File: src/hdl/wfcm_pkg.sv
// shared types, constants and codes of the wall follow corner mapper
`default_nettype none

package wfcm_pkg;

    localparam int WINDOW_LEN_DEF  = 20;
    localparam int MAX_CORNERS_DEF = 16;

    localparam int NEAR_LIMIT  = 500;
    localparam int CLOSE_LIMIT = 12;
    localparam int CLOSE_BASE  = 100;

    localparam logic [2:0]  STATE_DONE = 3'd6;
    localparam logic [15:0] RUN_MAX    = 16'hFFFF;

    localparam logic [7:0]  TARGET_RST = 8'd20;
    localparam logic [11:0] RADIUS_RST = 12'd16;
    localparam logic [7:0]  SPEED_RST  = 8'd40;

    localparam int CFG_IDX_W  = 2;
    localparam int CFG_DATA_W = 12;
    localparam logic [CFG_IDX_W-1:0] CFG_TARGET = 2'd0;
    localparam logic [CFG_IDX_W-1:0] CFG_RADIUS = 2'd1;
    localparam logic [CFG_IDX_W-1:0] CFG_SPEED  = 2'd2;

    // divider geometry, fixed by the position sums and the run length
    localparam int DIV_W  = 32;
    localparam int DIV_DW = 16;
    localparam int DIV_SW = 6;

    // quotient bits for each division
    localparam logic [DIV_SW-1:0] STEPS_AVG = 6'd32;
    localparam logic [DIV_SW-1:0] STEPS_PT  = 6'd18;

    // x / 20 as (x * 3277) >> 16, exact for x below 16384
    localparam logic [11:0] CAP_RECIP = 12'd3277;
    localparam int          CAP_SHIFT = 16;

    // target states of the behaviour
    localparam logic [3:0] TGT_RETURN = 4'd1;
    localparam logic [3:0] TGT_LEFT   = 4'd2;
    localparam logic [3:0] TGT_RIGHT  = 4'd3;
    localparam logic [3:0] TGT_HOLD   = 4'd5;
    localparam logic [3:0] TGT_DONE   = 4'd6;

    typedef enum logic [3:0] {
        ST_IDLE,
        ST_WIN,
        ST_DXS,
        ST_DXW,
        ST_DYS,
        ST_DYW,
        ST_STORE,
        ST_RD,
        ST_CMP,
        ST_CTL,
        ST_PTS,
        ST_PTW,
        ST_OUT
    } t_seq_state;

    typedef struct packed {
        logic              start;
        logic [DIV_W-1:0]  dividend;
        logic [DIV_DW-1:0] divisor;
        logic [DIV_SW-1:0] steps;
    } t_div_req;

endpackage

`default_nettype wire

File: src/hdl/wfcm_ifs.sv
// channel interfaces: input tick, result and configuration write
`default_nettype none

interface wfcm_item_if;
    logic              valid;
    logic              ready;
    logic [2:0]        state_code;
    logic [7:0]        center_sensor;
    logic [7:0]        left_sensor;
    logic [7:0]        right_sensor;
    logic signed [15:0] pos_x;
    logic signed [15:0] pos_y;

    modport source (output valid, state_code, center_sensor, left_sensor, right_sensor,
                    pos_x, pos_y, input ready);
    modport sink (input valid, state_code, center_sensor, left_sensor, right_sensor,
                  pos_x, pos_y, output ready);
endinterface

interface wfcm_result_if;
    logic              valid;
    logic              ready;
    logic signed [3:0] state_offset;
    logic [7:0]        left_motor_bias;
    logic [7:0]        right_motor_bias;

    modport source (output valid, state_offset, left_motor_bias, right_motor_bias,
                    input ready);
    modport sink (input valid, state_offset, left_motor_bias, right_motor_bias,
                  output ready);
endinterface

interface wfcm_cfg_if;
    logic        valid;
    logic        ready;
    logic [1:0]  index;
    logic [11:0] data;

    modport source (output valid, index, data, input ready);
    modport sink (input valid, index, data, output ready);
endinterface

`default_nettype wire

File: src/hdl/wall_follow_corner_mapper.sv
// wall follow corner mapper: window scoring, corner store, p-control sequencer
//
// i_item carries one control tick (state code, three proximity readings,
// position); i_cfg writes target distance (0), match radius (1), cruise
// speed (2), other indexes are ignored; o_result carries the state offset
// and two motor biases. a tick with state code 6 gives no result.
// one tick at a time: i_item.ready is high only while the sequencer idles.
// a tick that closes no corner passes the window and control steps and, while
// the collision flag is set and the target is nonzero, one 18-bit pass of
// the shared divider for the p-term, before it loads the output register;
// the sequencer is idle again for the next tick once that register loads.
// a closing corner adds two 32-bit divider passes for the averages, the store
// and a read and compare step for each stored corner that is compared.
// the result sits in an output register; a new tick is taken while it
// waits, and the sequencer holds before loading the next result until the
// receiver has taken the old one.
// reset is synchronous active low: window head and sum, counts, sums and flags clear,
// config returns to 20, 16, 40. the corner store holds no reset value.
`default_nettype none

module wall_follow_corner_mapper
    import wfcm_pkg::*;
#(
    parameter int WINDOW_LEN  = WINDOW_LEN_DEF,
    parameter int MAX_CORNERS = MAX_CORNERS_DEF
)
(
    input  wire logic     i_clk,
    input  wire logic     i_rst_n,
    wfcm_item_if.sink     i_item,
    wfcm_cfg_if.sink      i_cfg,
    wfcm_result_if.source o_result
);

    localparam int HW    = $clog2(WINDOW_LEN);
    localparam int TOT_W = $clog2(WINDOW_LEN * CLOSE_BASE + 1);
    localparam int IW    = $clog2(MAX_CORNERS);
    localparam int CW    = $clog2(MAX_CORNERS + 1);

    t_seq_state r_state, n_state;

    // configuration
    logic [7:0]  r_target;
    logic [11:0] r_radius;
    logic [7:0]  r_speed;

    // latched tick
    logic [2:0]         r_st;
    logic [7:0]         r_cs, r_ls, r_rs;
    logic signed [15:0] r_px, r_py;

    // closeness window
    logic [6:0]       r_win [WINDOW_LEN];
    logic [6:0]       r_win_rd;
    logic [HW-1:0]    r_head;
    logic             r_wrapped;
    logic [TOT_W-1:0] r_wsum;

    // corner run and store
    logic signed [31:0] r_sum_x, r_sum_y;
    logic [15:0]        r_run;
    logic signed [15:0] r_ax, r_ay;
    logic signed [15:0] r_cx [MAX_CORNERS];
    logic signed [15:0] r_cy [MAX_CORNERS];
    logic signed [15:0] r_cx_rd, r_cy_rd;
    logic [CW-1:0]      r_ctot;
    logic [IW-1:0]      r_idx;

    // flags
    logic r_prev_near, r_finished, r_collided, r_hold, r_short;

    // control terms
    logic [15:0] r_prod;
    logic [7:0]  r_cap, r_pterm;

    // result register
    logic              r_out_vld;
    logic signed [3:0] r_o_offset;
    logic [7:0]        r_o_lmb, r_o_rmb;

    // divider
    t_div_req         div_req;
    logic             div_done;
    logic [DIV_W-1:0] div_quot;

    logic             item_fire, out_fire, out_free;
    logic [6:0]       new_val, old_val;
    logic [TOT_W-1:0] wsum_n;
    logic             near;
    logic             closing;
    logic [CW-1:0]    ctot_inc;
    logic [IW-1:0]    slot;
    logic [16:0]      dx, dy, adx, ady;
    logic             match;
    logic             coll_n;
    logic [7:0]       err;
    logic [12:0]      cap_num;
    logic [24:0]      cap_prod;
    logic [7:0]       cap_q;
    logic [10:0]      pt_den;
    logic [31:0]      sum_x_abs, sum_y_abs;
    logic [15:0]      run_div;
    logic [15:0]      avg_mag;
    logic [7:0]       drive;
    logic signed [3:0] off_n;
    logic [7:0]       lmb_n, rmb_n;
    logic             hold_clr;

    function automatic logic signed [3:0] offset_of(input logic [3:0] tgt, input logic [2:0] st);
        offset_of = tgt - {1'b0, st};
    endfunction

    wfcm_div u_div (
        .i_clk   (i_clk),
        .i_rst_n (i_rst_n),
        .i_req   (div_req),
        .o_done  (div_done),
        .o_quot  (div_quot)
    );

    assign item_fire = i_item.valid && i_item.ready;
    assign out_fire  = r_out_vld && o_result.ready;
    assign out_free  = !r_out_vld || o_result.ready;

    assign i_item.ready = (r_state == ST_IDLE);
    assign i_cfg.ready  = 1'b1;

    assign o_result.valid            = r_out_vld;
    assign o_result.state_offset     = r_o_offset;
    assign o_result.left_motor_bias  = r_o_lmb;
    assign o_result.right_motor_bias = r_o_rmb;

    // window arithmetic
    assign new_val = (r_cs < 8'(CLOSE_LIMIT) && r_rs < 8'(CLOSE_LIMIT))
                   ? 7'(8'(CLOSE_BASE) - r_cs - r_rs) : 7'd0;
    assign old_val = r_wrapped ? r_win_rd : 7'd0;
    assign wsum_n  = r_wsum - TOT_W'(old_val) + TOT_W'(new_val);
    assign near    = (32'(wsum_n) >= 32'(NEAR_LIMIT));
    assign closing = r_prev_near && !near;

    // corner arithmetic
    assign sum_x_abs = r_sum_x[31] ? 32'(-r_sum_x) : 32'(r_sum_x);
    assign sum_y_abs = r_sum_y[31] ? 32'(-r_sum_y) : 32'(r_sum_y);
    assign run_div   = (r_run == 16'd0) ? 16'd1 : r_run;
    assign avg_mag   = div_quot[15:0];
    assign ctot_inc  = (32'(r_ctot) < 32'(MAX_CORNERS)) ? r_ctot + 1'b1 : r_ctot;
    assign slot      = (32'(r_ctot) < 32'(MAX_CORNERS)) ? r_ctot[IW-1:0] : IW'(MAX_CORNERS - 1);
    assign dx        = {r_cx_rd[15], r_cx_rd} - {r_ax[15], r_ax};
    assign dy        = {r_cy_rd[15], r_cy_rd} - {r_ay[15], r_ay};
    assign adx       = dx[16] ? 17'(-dx) : dx;
    assign ady       = dy[16] ? 17'(-dy) : dy;
    assign match     = (adx < {5'd0, r_radius}) && (ady < {5'd0, r_radius});

    // control arithmetic
    assign coll_n   = r_collided || (r_st > 3'd1);
    assign err      = (r_rs > r_target) ? r_rs - r_target : r_target - r_rs;
    assign cap_num  = {1'b0, r_speed, 4'd0} + {4'd0, r_speed, 1'b0} + {5'd0, r_speed};
    // speed cap floor(19s/20) by reciprocal multiply
    assign cap_prod = {12'd0, cap_num} * {13'd0, CAP_RECIP};
    assign cap_q    = cap_prod[CAP_SHIFT +: 8];
    assign pt_den   = {1'b0, r_target, 2'd0} + {3'd0, r_target};
    assign drive    = r_speed - r_pterm;

    always_comb begin
        off_n    = '0;
        lmb_n    = '0;
        rmb_n    = '0;
        hold_clr = 1'b0;
        if (r_short) begin
            off_n = offset_of(TGT_RETURN, r_st);
        end else begin
            if (r_collided) begin
                if (r_rs < r_target) begin
                    off_n = offset_of(TGT_LEFT, r_st);
                    lmb_n = drive;
                end else begin
                    off_n = offset_of(TGT_RIGHT, r_st);
                    rmb_n = drive;
                end
            end
            if (r_hold) begin
                if (r_rs < r_ls) begin
                    hold_clr = 1'b1;
                    off_n    = offset_of(TGT_RIGHT, r_st);
                    rmb_n    = r_speed;
                end else begin
                    off_n = offset_of(TGT_HOLD, r_st);
                end
            end
            if (r_finished) begin
                off_n = offset_of(TGT_DONE, r_st);
            end
        end
    end

    // next state
    always_comb begin
        n_state = r_state;
        case (r_state)
            ST_IDLE: begin
                if (item_fire && i_item.state_code != STATE_DONE) n_state = ST_WIN;
            end
            ST_WIN:   n_state = closing ? ST_DXS : ST_CTL;
            ST_DXS:   n_state = ST_DXW;
            ST_DXW:   if (div_done) n_state = ST_DYS;
            ST_DYS:   n_state = ST_DYW;
            ST_DYW:   if (div_done) n_state = ST_STORE;
            ST_STORE: n_state = (32'(ctot_inc) < 32'd2) ? ST_CTL : ST_RD;
            ST_RD:    n_state = ST_CMP;
            ST_CMP: begin
                if (match) begin
                    n_state = (r_idx < IW'(2) && 32'(r_ctot) < 32'd3) ? ST_OUT : ST_CTL;
                end else if (32'(r_idx) + 32'd2 < 32'(r_ctot)) begin
                    n_state = ST_RD;
                end else begin
                    n_state = ST_CTL;
                end
            end
            ST_CTL:   n_state = (coll_n && r_target != 8'd0) ? ST_PTS : ST_OUT;
            ST_PTS:   n_state = ST_PTW;
            ST_PTW:   if (div_done) n_state = ST_OUT;
            ST_OUT:   if (out_free) n_state = ST_IDLE;
            default:  n_state = ST_IDLE;
        endcase
    end

    // divider requests
    always_comb begin
        div_req = '0;
        case (r_state)
            ST_DXS: begin
                div_req.start    = 1'b1;
                div_req.dividend = sum_x_abs;
                div_req.divisor  = run_div;
                div_req.steps    = STEPS_AVG;
            end
            ST_DYS: begin
                div_req.start    = 1'b1;
                div_req.dividend = sum_y_abs;
                div_req.divisor  = run_div;
                div_req.steps    = STEPS_AVG;
            end
            ST_PTS: begin
                div_req.start    = 1'b1;
                div_req.dividend = {r_prod, 2'd0, 14'd0};
                div_req.divisor  = {5'd0, pt_den};
                div_req.steps    = STEPS_PT;
            end
            default: div_req = '0;
        endcase
    end

    always_ff @(posedge i_clk) begin
        if (!i_rst_n) r_state <= ST_IDLE;
        else          r_state <= n_state;
    end

    // configuration registers
    always_ff @(posedge i_clk) begin
        if (!i_rst_n) begin
            r_target <= TARGET_RST;
            r_radius <= RADIUS_RST;
            r_speed  <= SPEED_RST;
        end else if (i_cfg.valid && i_cfg.ready) begin
            case (i_cfg.index)
                CFG_TARGET: r_target <= i_cfg.data[7:0];
                CFG_RADIUS: r_radius <= i_cfg.data;
                CFG_SPEED:  r_speed  <= i_cfg.data[7:0];
                default:    ;
            endcase
        end
    end

    // tick payload
    always_ff @(posedge i_clk) begin
        if (item_fire) begin
            r_st <= i_item.state_code;
            r_cs <= i_item.center_sensor;
            r_ls <= i_item.left_sensor;
            r_rs <= i_item.right_sensor;
            r_px <= i_item.pos_x;
            r_py <= i_item.pos_y;
        end
    end

    // window memory
    always_ff @(posedge i_clk) begin
        if (r_state == ST_WIN) r_win[r_head] <= new_val;
        r_win_rd <= r_win[r_head];
    end

    // corner store
    always_ff @(posedge i_clk) begin
        if (r_state == ST_STORE) begin
            r_cx[slot] <= r_ax;
            r_cy[slot] <= r_ay;
        end
        r_cx_rd <= r_cx[r_idx];
        r_cy_rd <= r_cy[r_idx];
    end

    // control state of the sequencer
    always_ff @(posedge i_clk) begin
        if (!i_rst_n) begin
            r_head      <= '0;
            r_wrapped   <= 1'b0;
            r_wsum      <= '0;
            r_sum_x     <= '0;
            r_sum_y     <= '0;
            r_run       <= '0;
            r_ctot      <= '0;
            r_idx       <= '0;
            r_prev_near <= 1'b0;
            r_finished  <= 1'b0;
            r_collided  <= 1'b0;
            r_hold      <= 1'b0;
            r_short     <= 1'b0;
            r_out_vld   <= 1'b0;
        end else begin
            if (r_state == ST_OUT && out_free) r_out_vld <= 1'b1;
            else if (out_fire)                 r_out_vld <= 1'b0;
            case (r_state)
                ST_IDLE: begin
                    if (item_fire) r_short <= 1'b0;
                end
                ST_WIN: begin
                    r_wsum      <= wsum_n;
                    r_prev_near <= near;
                    if (r_head == HW'(WINDOW_LEN - 1)) begin
                        r_head    <= '0;
                        r_wrapped <= 1'b1;
                    end else begin
                        r_head <= r_head + 1'b1;
                    end
                    if (!r_prev_near && near) begin
                        r_sum_x <= 32'(r_px);
                        r_sum_y <= 32'(r_py);
                        r_run   <= 16'd1;
                    end else if (r_prev_near && near && r_run != RUN_MAX) begin
                        r_sum_x <= r_sum_x + 32'(r_px);
                        r_sum_y <= r_sum_y + 32'(r_py);
                        r_run   <= r_run + 1'b1;
                    end
                end
                ST_STORE: begin
                    r_ctot  <= ctot_inc;
                    r_sum_x <= '0;
                    r_sum_y <= '0;
                    r_run   <= '0;
                    r_idx   <= '0;
                end
                ST_CMP: begin
                    if (match) begin
                        if (r_idx < IW'(2)) begin
                            if (32'(r_ctot) > 32'd3) r_finished <= 1'b1;
                            if (32'(r_ctot) < 32'd3) begin
                                r_short    <= 1'b1;
                                r_collided <= 1'b0;
                            end
                        end else begin
                            r_ctot <= r_ctot - 1'b1;
                        end
                    end else begin
                        r_idx <= r_idx + 1'b1;
                    end
                end
                ST_CTL: begin
                    if (r_st > 3'd1 && !r_collided && r_ls < r_rs) r_hold <= 1'b1;
                    r_collided <= coll_n;
                end
                ST_OUT: begin
                    if (out_free && hold_clr) r_hold <= 1'b0;
                end
                default: ;
            endcase
        end
    end

    // datapath registers without reset
    always_ff @(posedge i_clk) begin
        case (r_state)
            ST_DXW: if (div_done) r_ax <= r_sum_x[31] ? 16'(-avg_mag) : avg_mag;
            ST_DYW: if (div_done) r_ay <= r_sum_y[31] ? 16'(-avg_mag) : avg_mag;
            ST_CTL: begin
                r_prod  <= {8'd0, r_speed} * {8'd0, err};
                r_cap   <= cap_q;
                r_pterm <= cap_q;
            end
            ST_PTW: begin
                if (div_done) begin
                    r_pterm <= (div_quot > 32'(r_cap)) ? r_cap : div_quot[7:0];
                end
            end
            ST_OUT: begin
                if (out_free) begin
                    r_o_offset <= off_n;
                    r_o_lmb    <= lmb_n;
                    r_o_rmb    <= rmb_n;
                end
            end
            default: ;
        endcase
    end

endmodule

`default_nettype wire

File: src/hdl/wfcm_div.sv
// shared restoring divider, one quotient bit per cycle
`default_nettype none

module wfcm_div
    import wfcm_pkg::*;
(
    input  wire logic             i_clk,
    input  wire logic             i_rst_n,
    input  wire t_div_req         i_req,
    output logic                  o_done,
    output logic [DIV_W-1:0]      o_quot
);

    logic              r_busy;
    logic              r_done;
    logic [DIV_SW-1:0] r_cnt;
    logic [DIV_W-1:0]  r_acc;
    logic [DIV_DW-1:0] r_rem;
    logic [DIV_DW-1:0] r_dvs;
    logic [DIV_DW:0]   trial;
    logic              ge;

    // dividend is left aligned so the quotient ends in the low bits
    assign trial = {r_rem, r_acc[DIV_W-1]};
    assign ge    = (trial >= {1'b0, r_dvs});

    always_ff @(posedge i_clk) begin
        if (!i_rst_n) begin
            r_busy <= 1'b0;
            r_done <= 1'b0;
            r_cnt  <= '0;
        end else begin
            r_done <= 1'b0;
            if (i_req.start) begin
                r_busy <= 1'b1;
                r_cnt  <= i_req.steps;
            end else if (r_busy) begin
                r_cnt <= r_cnt - 1'b1;
                if (r_cnt == DIV_SW'(1)) begin
                    r_busy <= 1'b0;
                    r_done <= 1'b1;
                end
            end
        end
    end

    always_ff @(posedge i_clk) begin
        if (i_req.start) begin
            r_acc <= i_req.dividend;
            r_rem <= '0;
            r_dvs <= i_req.divisor;
        end else if (r_busy) begin
            r_rem <= ge ? DIV_DW'(trial - {1'b0, r_dvs}) : trial[DIV_DW-1:0];
            r_acc <= {r_acc[DIV_W-2:0], ge};
        end
    end

    assign o_done = r_done;
    assign o_quot = r_acc;

endmodule

`default_nettype wire
File: src/flat_wrapper.sv
// flat-port wrapper written by rule: the top's interface ports become plain ports
module wall_follow_corner_mapper_flat import wfcm_pkg::*;
#(
    parameter int WINDOW_LEN  = WINDOW_LEN_DEF,
    parameter int MAX_CORNERS = MAX_CORNERS_DEF
)
  (i_clk, i_rst_n, i_item_valid, i_item_state_code, i_item_center_sensor, i_item_left_sensor, i_item_right_sensor, i_item_pos_x, i_item_pos_y, i_item_ready, i_cfg_valid, i_cfg_index, i_cfg_data, i_cfg_ready, o_result_valid, o_result_state_offset, o_result_left_motor_bias, o_result_right_motor_bias, o_result_ready);
  wfcm_item_if i_item_i ();
  wfcm_cfg_if i_cfg_i ();
  wfcm_result_if o_result_i ();
  input  wire logic i_clk;
  input  wire logic i_rst_n;
  input wire logic [$bits(i_item_i.valid)-1:0] i_item_valid;
  input wire logic [$bits(i_item_i.state_code)-1:0] i_item_state_code;
  input wire logic [$bits(i_item_i.center_sensor)-1:0] i_item_center_sensor;
  input wire logic [$bits(i_item_i.left_sensor)-1:0] i_item_left_sensor;
  input wire logic [$bits(i_item_i.right_sensor)-1:0] i_item_right_sensor;
  input wire logic [$bits(i_item_i.pos_x)-1:0] i_item_pos_x;
  input wire logic [$bits(i_item_i.pos_y)-1:0] i_item_pos_y;
  output wire logic [$bits(i_item_i.ready)-1:0] i_item_ready;
  input wire logic [$bits(i_cfg_i.valid)-1:0] i_cfg_valid;
  input wire logic [$bits(i_cfg_i.index)-1:0] i_cfg_index;
  input wire logic [$bits(i_cfg_i.data)-1:0] i_cfg_data;
  output wire logic [$bits(i_cfg_i.ready)-1:0] i_cfg_ready;
  output wire logic [$bits(o_result_i.valid)-1:0] o_result_valid;
  output wire logic [$bits(o_result_i.state_offset)-1:0] o_result_state_offset;
  output wire logic [$bits(o_result_i.left_motor_bias)-1:0] o_result_left_motor_bias;
  output wire logic [$bits(o_result_i.right_motor_bias)-1:0] o_result_right_motor_bias;
  input wire logic [$bits(o_result_i.ready)-1:0] o_result_ready;
  assign i_item_i.valid = i_item_valid;
  assign i_item_i.state_code = i_item_state_code;
  assign i_item_i.center_sensor = i_item_center_sensor;
  assign i_item_i.left_sensor = i_item_left_sensor;
  assign i_item_i.right_sensor = i_item_right_sensor;
  assign i_item_i.pos_x = i_item_pos_x;
  assign i_item_i.pos_y = i_item_pos_y;
  assign i_item_ready = i_item_i.ready;
  assign i_cfg_i.valid = i_cfg_valid;
  assign i_cfg_i.index = i_cfg_index;
  assign i_cfg_i.data = i_cfg_data;
  assign i_cfg_ready = i_cfg_i.ready;
  assign o_result_valid = o_result_i.valid;
  assign o_result_state_offset = o_result_i.state_offset;
  assign o_result_left_motor_bias = o_result_i.left_motor_bias;
  assign o_result_right_motor_bias = o_result_i.right_motor_bias;
  assign o_result_i.ready = o_result_ready;
  wall_follow_corner_mapper #(.WINDOW_LEN(WINDOW_LEN), .MAX_CORNERS(MAX_CORNERS)) u_core (.i_clk(i_clk), .i_rst_n(i_rst_n), .i_item(i_item_i), .i_cfg(i_cfg_i), .o_result(o_result_i));
endmodule
File: config.mk
export PLATFORM = sky130hd
export DESIGN_NAME = wall_follow_corner_mapper_flat
export DESIGN_NICKNAME = d
export VERILOG_FILES = /design/src/hdl/wfcm_pkg.sv /design/src/hdl/wfcm_ifs.sv /design/src/hdl/wall_follow_corner_mapper.sv /design/src/hdl/wfcm_div.sv /design/src/flat_wrapper.sv
export SDC_FILE = /design/constraint.sdc
export NUM_CORES = 2
export LEC_CHECK = 0
export BUFFER_PORTS_ARGS = -buffer_cell sky130_fd_sc_hd__buf_4
export CAP_MARGIN = 20
export CORE_ASPECT_RATIO = 0.6
export CORE_MARGIN = 1
export CORE_UTILIZATION = 45
export CTS_CLUSTER_SIZE = 16
export DETAILED_ROUTE_END_ITERATION = 12
export GPL_ROUTABILITY_DRIVEN = 0
export GPL_TIMING_DRIVEN = 0
export SLEW_MARGIN = 20
export SYNTH_ARGS = -nofsm -noshare
export SYNTH_HDL_FRONTEND = slang
export SYNTH_HIERARCHICAL = 1
export SYNTH_SLANG_ARGS = --single-unit
export TNS_END_PERCENT = 20
File: constraint.sdc
create_clock -name i_clk -period 7.4 [get_ports i_clk]
set_input_delay 1.11 -clock i_clk [delete_from_list [all_inputs] [get_ports i_clk]]
set_output_delay 1.11 -clock i_clk [all_outputs]
set_load 0.005 [all_outputs]
### Word-level counts from Yosys, hierarchy flattened

Memory sizes are Yosys's and may differ from the RTL's. A register that Yosys moved wholly into a read port is not among the register bits.
Cells that the tools add are included.

| operators by class | value |
|---|---|
| add/subtract/negate cells | 32 |
| multiply operators | 2 |
| $lt $le $gt $ge | 18 |
| eq/ne operators | 32 |
| multiplexer cells | 83 |
| bitwise logic cells | 4 |
| reduce and logical (&&, ||, !) cells | 51 |

Operators with widths:

| kind | number |
|---|---|
| 32-bit two-way mux | 8 |
| 55-bit case mux with 3 select lines | 1 |
| 32-bit case mux with 2 select lines | 2 |
| 16-bit two-way mux | 6 |
| 4-bit two-way mux | 17 |
| 32-bit by 16-bit adder with 32-bit output | 2 |
| 32-bit negator | 2 |
| 8-bit two-way mux | 7 |
| 4-bit case mux with 13 select lines | 1 |
| 17-bit by 12-bit < comparator with 1-bit output | 2 |
| 17-bit two-way mux | 2 |
| 17-bit negator | 2 |
| 16-bit by 16-bit subtractor with 17-bit output | 2 |
| 32-bit by 8-bit > comparator with 1-bit output | 1 |
| 32-bit by 5-bit < comparator with 1-bit output | 1 |
| 16-bit case mux with 2 select lines | 1 |
| 8-bit < comparator | 3 |
| 13-bit by 12-bit multiplier with 24-bit output, second input constant | 1 |
| 8-bit subtractor | 3 |
| 1-bit two-way mux | 22 |
| 4-bit equality test, second input constant | 5 |
| 5-bit two-way mux | 4 |
| 2-bit AND reduction | 10 |
| 17-bit by 16-bit >= comparator with 1-bit output | 1 |
| other kinds (58) | 116 |

| storage, ports and cells | value |
|---|---|
| bits in registers | 359 |
| RAM bits | 652 |
| output and inout bits | 23 |
| memories | 3 |

Memory list:

| name | depth | width | rd ports | clocked after Yosys merged registers in | wr ports | line | source |
|---|---|---|---|---|---|---|---|
| u_core.r_cx | 16 | 16 | 1 | 1 | 1 | wall_follow_corner_mapper.sv:63 | `logic signed [15:0] r_cx [MAX_CORNERS];` |
| u_core.r_cy | 16 | 16 | 1 | 1 | 1 | wall_follow_corner_mapper.sv:64 | `logic signed [15:0] r_cy [MAX_CORNERS];` |
| u_core.r_win | 20 | 7 | 1 | 1 | 1 | wall_follow_corner_mapper.sv:53 | `logic [6:0] r_win [WINDOW_LEN];` |

### Logic depth before layout (Yosys ltp)

| logic depth | value |
|---|---|
| depth in word-level cells | 10 |
| mapped depth | 35 |

### Hierarchy

The synthesis kept the hierarchy.

Modules (own cells, without submodules):

| module | times used | cells each | area an instance (µm²) |
|---|---|---|---|
| wall_follow_corner_mapper | 1 | 4191 | 52775.6 |
| wfcm_div | 1 | 371 | 3901.2 |

### Worst setup path before layout

No wires, ideal clock.

| timing | value |
|---|---|
| path kind | reg-to-reg |
| start | register u_core.r_speed[0] |
| end | register u_core.r_pterm[7] (data pin) |
| library setup time | 0.254 ns |
| data arrival time | 7.337 ns |
| data required time | 7.146 ns |
| path slack | -0.191 ns |
| cell stages (with the launch flop) | 31 |
| buffers on the path | 1 |
| period minus slack after synthesis | 7.591 ns |
| cells stage by stage | dfxtp_1 > clkbuf_1 > inv_1 > fa_1 > inv_1 > ha_1 > a21oi_1 > o21bai_1 > a21oi_1 > xnor2_1 > ha_1 > inv_1 > fa_1 > inv_1 > fa_1 > fa_1 > inv_1 > fa_1 > inv_1 > ha_1 > and3_1 > a221o_1 > a211o_1 > a31oi_1 > o21bai_1 > a31o_2 > a31o_2 > a21oi_1 > o21bai_1 > xor2_1 > a21o_1 |

| between the ends | value |
|---|---|
| cells in the longest elaborated chain, start to end | 4 |

RTL lines:

| element | line | source |
|---|---|---|
| start: declaration | wall_follow_corner_mapper.sv:45 | `logic [7:0] r_speed;` |
| start signal: assignment | wall_follow_corner_mapper.sv:268 | `CFG_SPEED: r_speed <= i_cfg.data[7:0];` |
| 12-bit by 9-bit adder with 13-bit output | wall_follow_corner_mapper.sv:157 | `assign cap_num = {1'b0, r_speed, 4'd0} + {4'd0, r_speed, 1'b0} + {5'd0, r_speed};` |
| 13-bit by 8-bit adder with 13-bit output * | wall_follow_corner_mapper.sv:157 |  |
| 13-bit by 12-bit multiplier with 24-bit output * | wall_follow_corner_mapper.sv:159 | `assign cap_prod = {12'd0, cap_num} * {13'd0, CAP_RECIP};` |
| via u_core.cap_prod[23] | wall_follow_corner_mapper.sv:98 | `logic [24:0] cap_prod;` |
| 8-bit case mux with 2 select lines * | wall_follow_corner_mapper.sv:381 | `case (r_state)` |
| end signal: assignment | wall_follow_corner_mapper.sv:387 | `r_pterm <= cap_q;` |
| end signal: assignment | wall_follow_corner_mapper.sv:391 | `r_pterm <= (div_quot > 32'(r_cap)) ? r_cap : div_quot[7:0];` |
| end: declaration | wall_follow_corner_mapper.sv:74 | `logic [7:0] r_cap, r_pterm;` |

The timed path passes the listed nets; every way through them passes the cells marked *.
A chain may end at the register's enable or synchronous reset.

### Worst setup path after layout

Ends and elaborated chain as after synthesis.

==> impl_results.md <==
- Clk_skew: 0.0248 ns
- Die area: between 0.1 and 0.15 mm2
- Synth-to-Final Area Change: 15.2%
- Final nets: roughly 5500
- Multi-input logic area: ~0.026 mm2
- CP max stage delay: slightly below 0.6 ns
- Ys flop type: edfxtp_1
- Layout Utilization: 0.525
- Final setup fails: 2
- R2R depth: 30
- Longest Clk Path Bufs: 3
- Final HPWL DP: approximately 120000 um
- CTS tree: built
- Vias in the first global route: around 37000
- CP max FO: 4
- Crit Reg-Reg Startpoint: u_core/r_speed[0]$_SDFFE_PN0P_
- Max Cap Viol: 0
- Final period utilization: 1.01
- Total track usage: 0.248
- Worst-path clk slew: around 0.06 ns
- Status: complete, but fails checks
- Via density: roughly 5.7
- Die X: 460 um
- Power, Total: between 20 and 25 mW
- IO Port Bufs: just under 100
- Worst-Margin Slew: 1.14 ns
- Sequential share of the synthesized area: 0.520
- Final Critical Period: roughly 7.5 ns
- H-tree depth: 3
- Hold path depth: 2
- Max layer used: met4
- GRT Residual Overflow: 0
- Slowest CP cell: fa_2
- Initial core utilization: 0.455
- Initial antenna violation count: 4
- Starting DRT DRC Count: 4500
- Crit path launch type: flip-flop
- Synth area leader: edfxtp_1
- Synth Warn #: 6
- Hold_ws: about 0.46 ns
- Min-delay src: u_core/r_wsum[0]$_SDFFE_PN0P_
- Worst Hold Endpoint: u_core/r_wsum[0]$_SDFFE_PN0P_
- Synth Instances: 4562
- Final Hold Vio Count: 0
- WS Path Type: reg2reg
- Mapped Area: 0.0567 mm2
- CP arrival: ~8.0 ns
- Core Rows: 100
- IR drop worst, VDD: 0.000694 V
- Routed vias: 38400
- Metal3 WL: around 17000 um
- Synth top area share: 0.447
- Io pins: about 100
- FFs w/ async S/R, synth: 0
- M1 WL: 77900 um
- Clk Latency, worst-skew pair: approximately 0.73 ns
- FF+latch area: about 0.03 mm2
- Clk root buf: clkbuf_16
- Crit end category: flip-flop
- DRT antenna net count: 0
- First-pass GRT wire length: 236000 um
- #FFs+latches synth: roughly 1100
- Failing checks: negative setup slack
- Met2 WL: between 60000 and 70000 um
- RSZ-0062 raised after global routing: yes
- Most frequent CP cell: fa_1
- Pre-antenna DRT Iters: 5
- Dominant cells by area after synthesis: edfxtp_1 45%, mux4_2 8.0%, ha_1 7.8%, dfxtp_1 7.3%, fa_1 3.6%
- Largest net degree at the start of global routing: 35
- HP Class: reg2reg
- Post-synth EDFFs: approximately 840
- Die height: between 200 and 300 um
- CTS hold repair buffers: 0
- Synthesized area per cell: ~12 um2
- FILL cells: 10700
- Routed WL per cell: about 24 um
- Clk sinks: roughly 1100
- Slew Viols, Final: 0
- Data required, critical path: between 7 and 8 ns
- Yosys cell types: 95
- R2r setup slk: -0.11 ns
- Total CTS buffers: between 90 and 100
- Routed wire length: 158000 um
- Post-route DRC: 0
- Final WS setup: -0.110 ns
- Layout cell share with drive strength beyond 1: 0.169
- Worst r2r dst: u_core/r_pterm[7]$_DFFE_PP_
- Rel. slew slack: 0.242
- Leakage: 24.4 nW
- Fmax: 0.133 GHz
- PD cells: roughly 370 mW/mm2
- Core ar.: between 0.1 and 0.15 mm2
where the power goes:
group / total, mW / switching (mW) / internal (mW)
registers: 7.55 / 0.472 / 7.08
clock network: 5.46 / 2.36 / 3.09
logic: 11.4 / 6.90 / 4.53
stage by stage:
stage / area, um2 / instances / worst slack (ns) / TNS [ns]
after floorplan: 56700 / 4564 / 0.00366 / 0
after global placement: 59500 / 6346 / -2.79 / -492.70
after detailed placement: 60600 / 6436 / -1.44 / -22.37
after CTS: 64900 / 6679 / -0.0824 / -0.118
after global routing: 65300 / 6689 / -0.325 / -1.39
final: 65300 / 6690 / -0.110 / -0.150
worst max path at each step:
stage	start	to	slack (ns)	cells past startpoint
floorplan	u_core/r_speed[0]$_SDFFE_PN0P_	u_core/r_pterm[7]$_DFFE_PP_	0.004	29
global placement	u_core/r_state[1]$_SDFFE_PN0P_	u_core/r_cy[9][4]$_DFFE_PP_	-2.79	4
detailed placement	u_core/r_speed[0]$_SDFFE_PN0P_	u_core/r_pterm[7]$_DFFE_PP_	-1.44	29
CTS	u_core/r_speed[0]$_SDFFE_PN0P_	u_core/r_pterm[7]$_DFFE_PP_	-0.08	33
global route	u_core/r_speed[0]$_SDFFE_PN0P_	u_core/r_pterm[7]$_DFFE_PP_	-0.33	32
finish	u_core/r_speed[0]$_SDFFE_PN0P_	u_core/r_pterm[7]$_DFFE_PP_	-0.11	30
layout make-up:
type / instances / share of cell area
buffer: 178 / 0.0117
sequential: 1050 / 0.451
clock buffer: 118 / 0.0403
antenna: 2 / 0.0000766
multi-input combinational: 2959 / 0.397
timing repair buffer: 256 / 0.0330
clock inverter: 67 / 0.0127
tap: 1683 / 0.0322
inverter: 377 / 0.0217
cell families (layout without fill, tap and decap cells):
logic type                 count (synthesis)  after routing  synth area share
and+or+nand+nor                         1100           1100            0.0946
DFF                                     1050           1050             0.520
AOI/OAI and AO/OA                        859            859            0.0990
buffers and inverters                    555            996            0.0373
adders and majority gates                456            456             0.114
muxes                                    282            282            0.0953
xor gates and xnor gates                 258            258            0.0399
other                                      2              6          0.000133
placed cells by master, fill, tap and decap left out, drive strengths merged, types with 22 or more instances in the layout:
cell type  Yosys  final
nor4          31     31
nand2b        45     45
nor2b         68     68
nand4         22     22
fa           101    101
ha           355    355
mux2          42     42
nand3         78     78
nor3          58     58
inv          377    382
and2          71     71
clkinv         0     37
clkbuf       143    263
dfxtp        207    207
xnor2        139    139
o22ai         24     24
o21bai        24     24
buf           35    289
nor2         222    222
o21ai        188    188
o21a          27     27
mux2i         38     38
xor2         119    119
mux4         202    202
a211oi        37     37
edfxtp       843    843
o31ai         35     35
a21boi        28     28
and3          35     35
a21oi        233    233
nand2        368    368
a21o          74     74
o211ai        43     43
or3           29     29
routing by layer:
layer,vias to the layer above,global-route usage
li1,17600,-
met1,19100,0.407
met2,1535,0.322
met3,165,0.0680
met4,0,0.0446
met5,-,0
worst max-delay path, delay by kind of cell, from the launching register on:
| family | cells | cell delay (ns) |
|---|---|---|
| buf+inv | 8 | 0.66 |
| xor+xnor | 2 | 0.29 |
| fa+ha+maj | 8 | 3.38 |
| flops | 1 | 0.43 |
| compound gates | 12 | 2.48 |
synth_stat cells (119+ instances only):
master / count
mux4_2: 202
clkbuf_1: 141
a21oi_1: 232
nand2_1: 367
xnor2_1: 139
xor2_1: 119
edfxtp_1: 843
nor2_1: 222
ha_1: 355
o21ai_0: 182
inv_1: 376
dfxtp_1: 207
registers in the layout, indices dropped and copies added, names as in the netlist, 11 cells and up:
signal,cells
u_core/r_ax,16
u_core/r_ay,16
u_core/r_cx,256
u_core/r_cx_rd,16
u_core/r_cy,256
u_core/r_cy_rd,16
u_core/r_prod,16
u_core/r_px,16
u_core/r_py,16
u_core/r_radius,12
u_core/r_run,16
u_core/r_sum_x,32
u_core/r_sum_y,32
u_core/r_win,140
u_core/r_wsum,11
u_core/u_div/o_quot,32
u_core/u_div/r_dvs,16
u_core/u_div/r_rem,16
timing repair:
item / 4_1_cts / 5_1_grt
pin swaps: 39 / 63
resized for setup: 83 / 62
endpoints found under the setup margin: 35 / 80
hold endpoints to repair: 0 / 0
buffers inserted: 58 / 13
gates cloned: 0 / 0
Note: power is estimated with default switching activity, not from simulation.
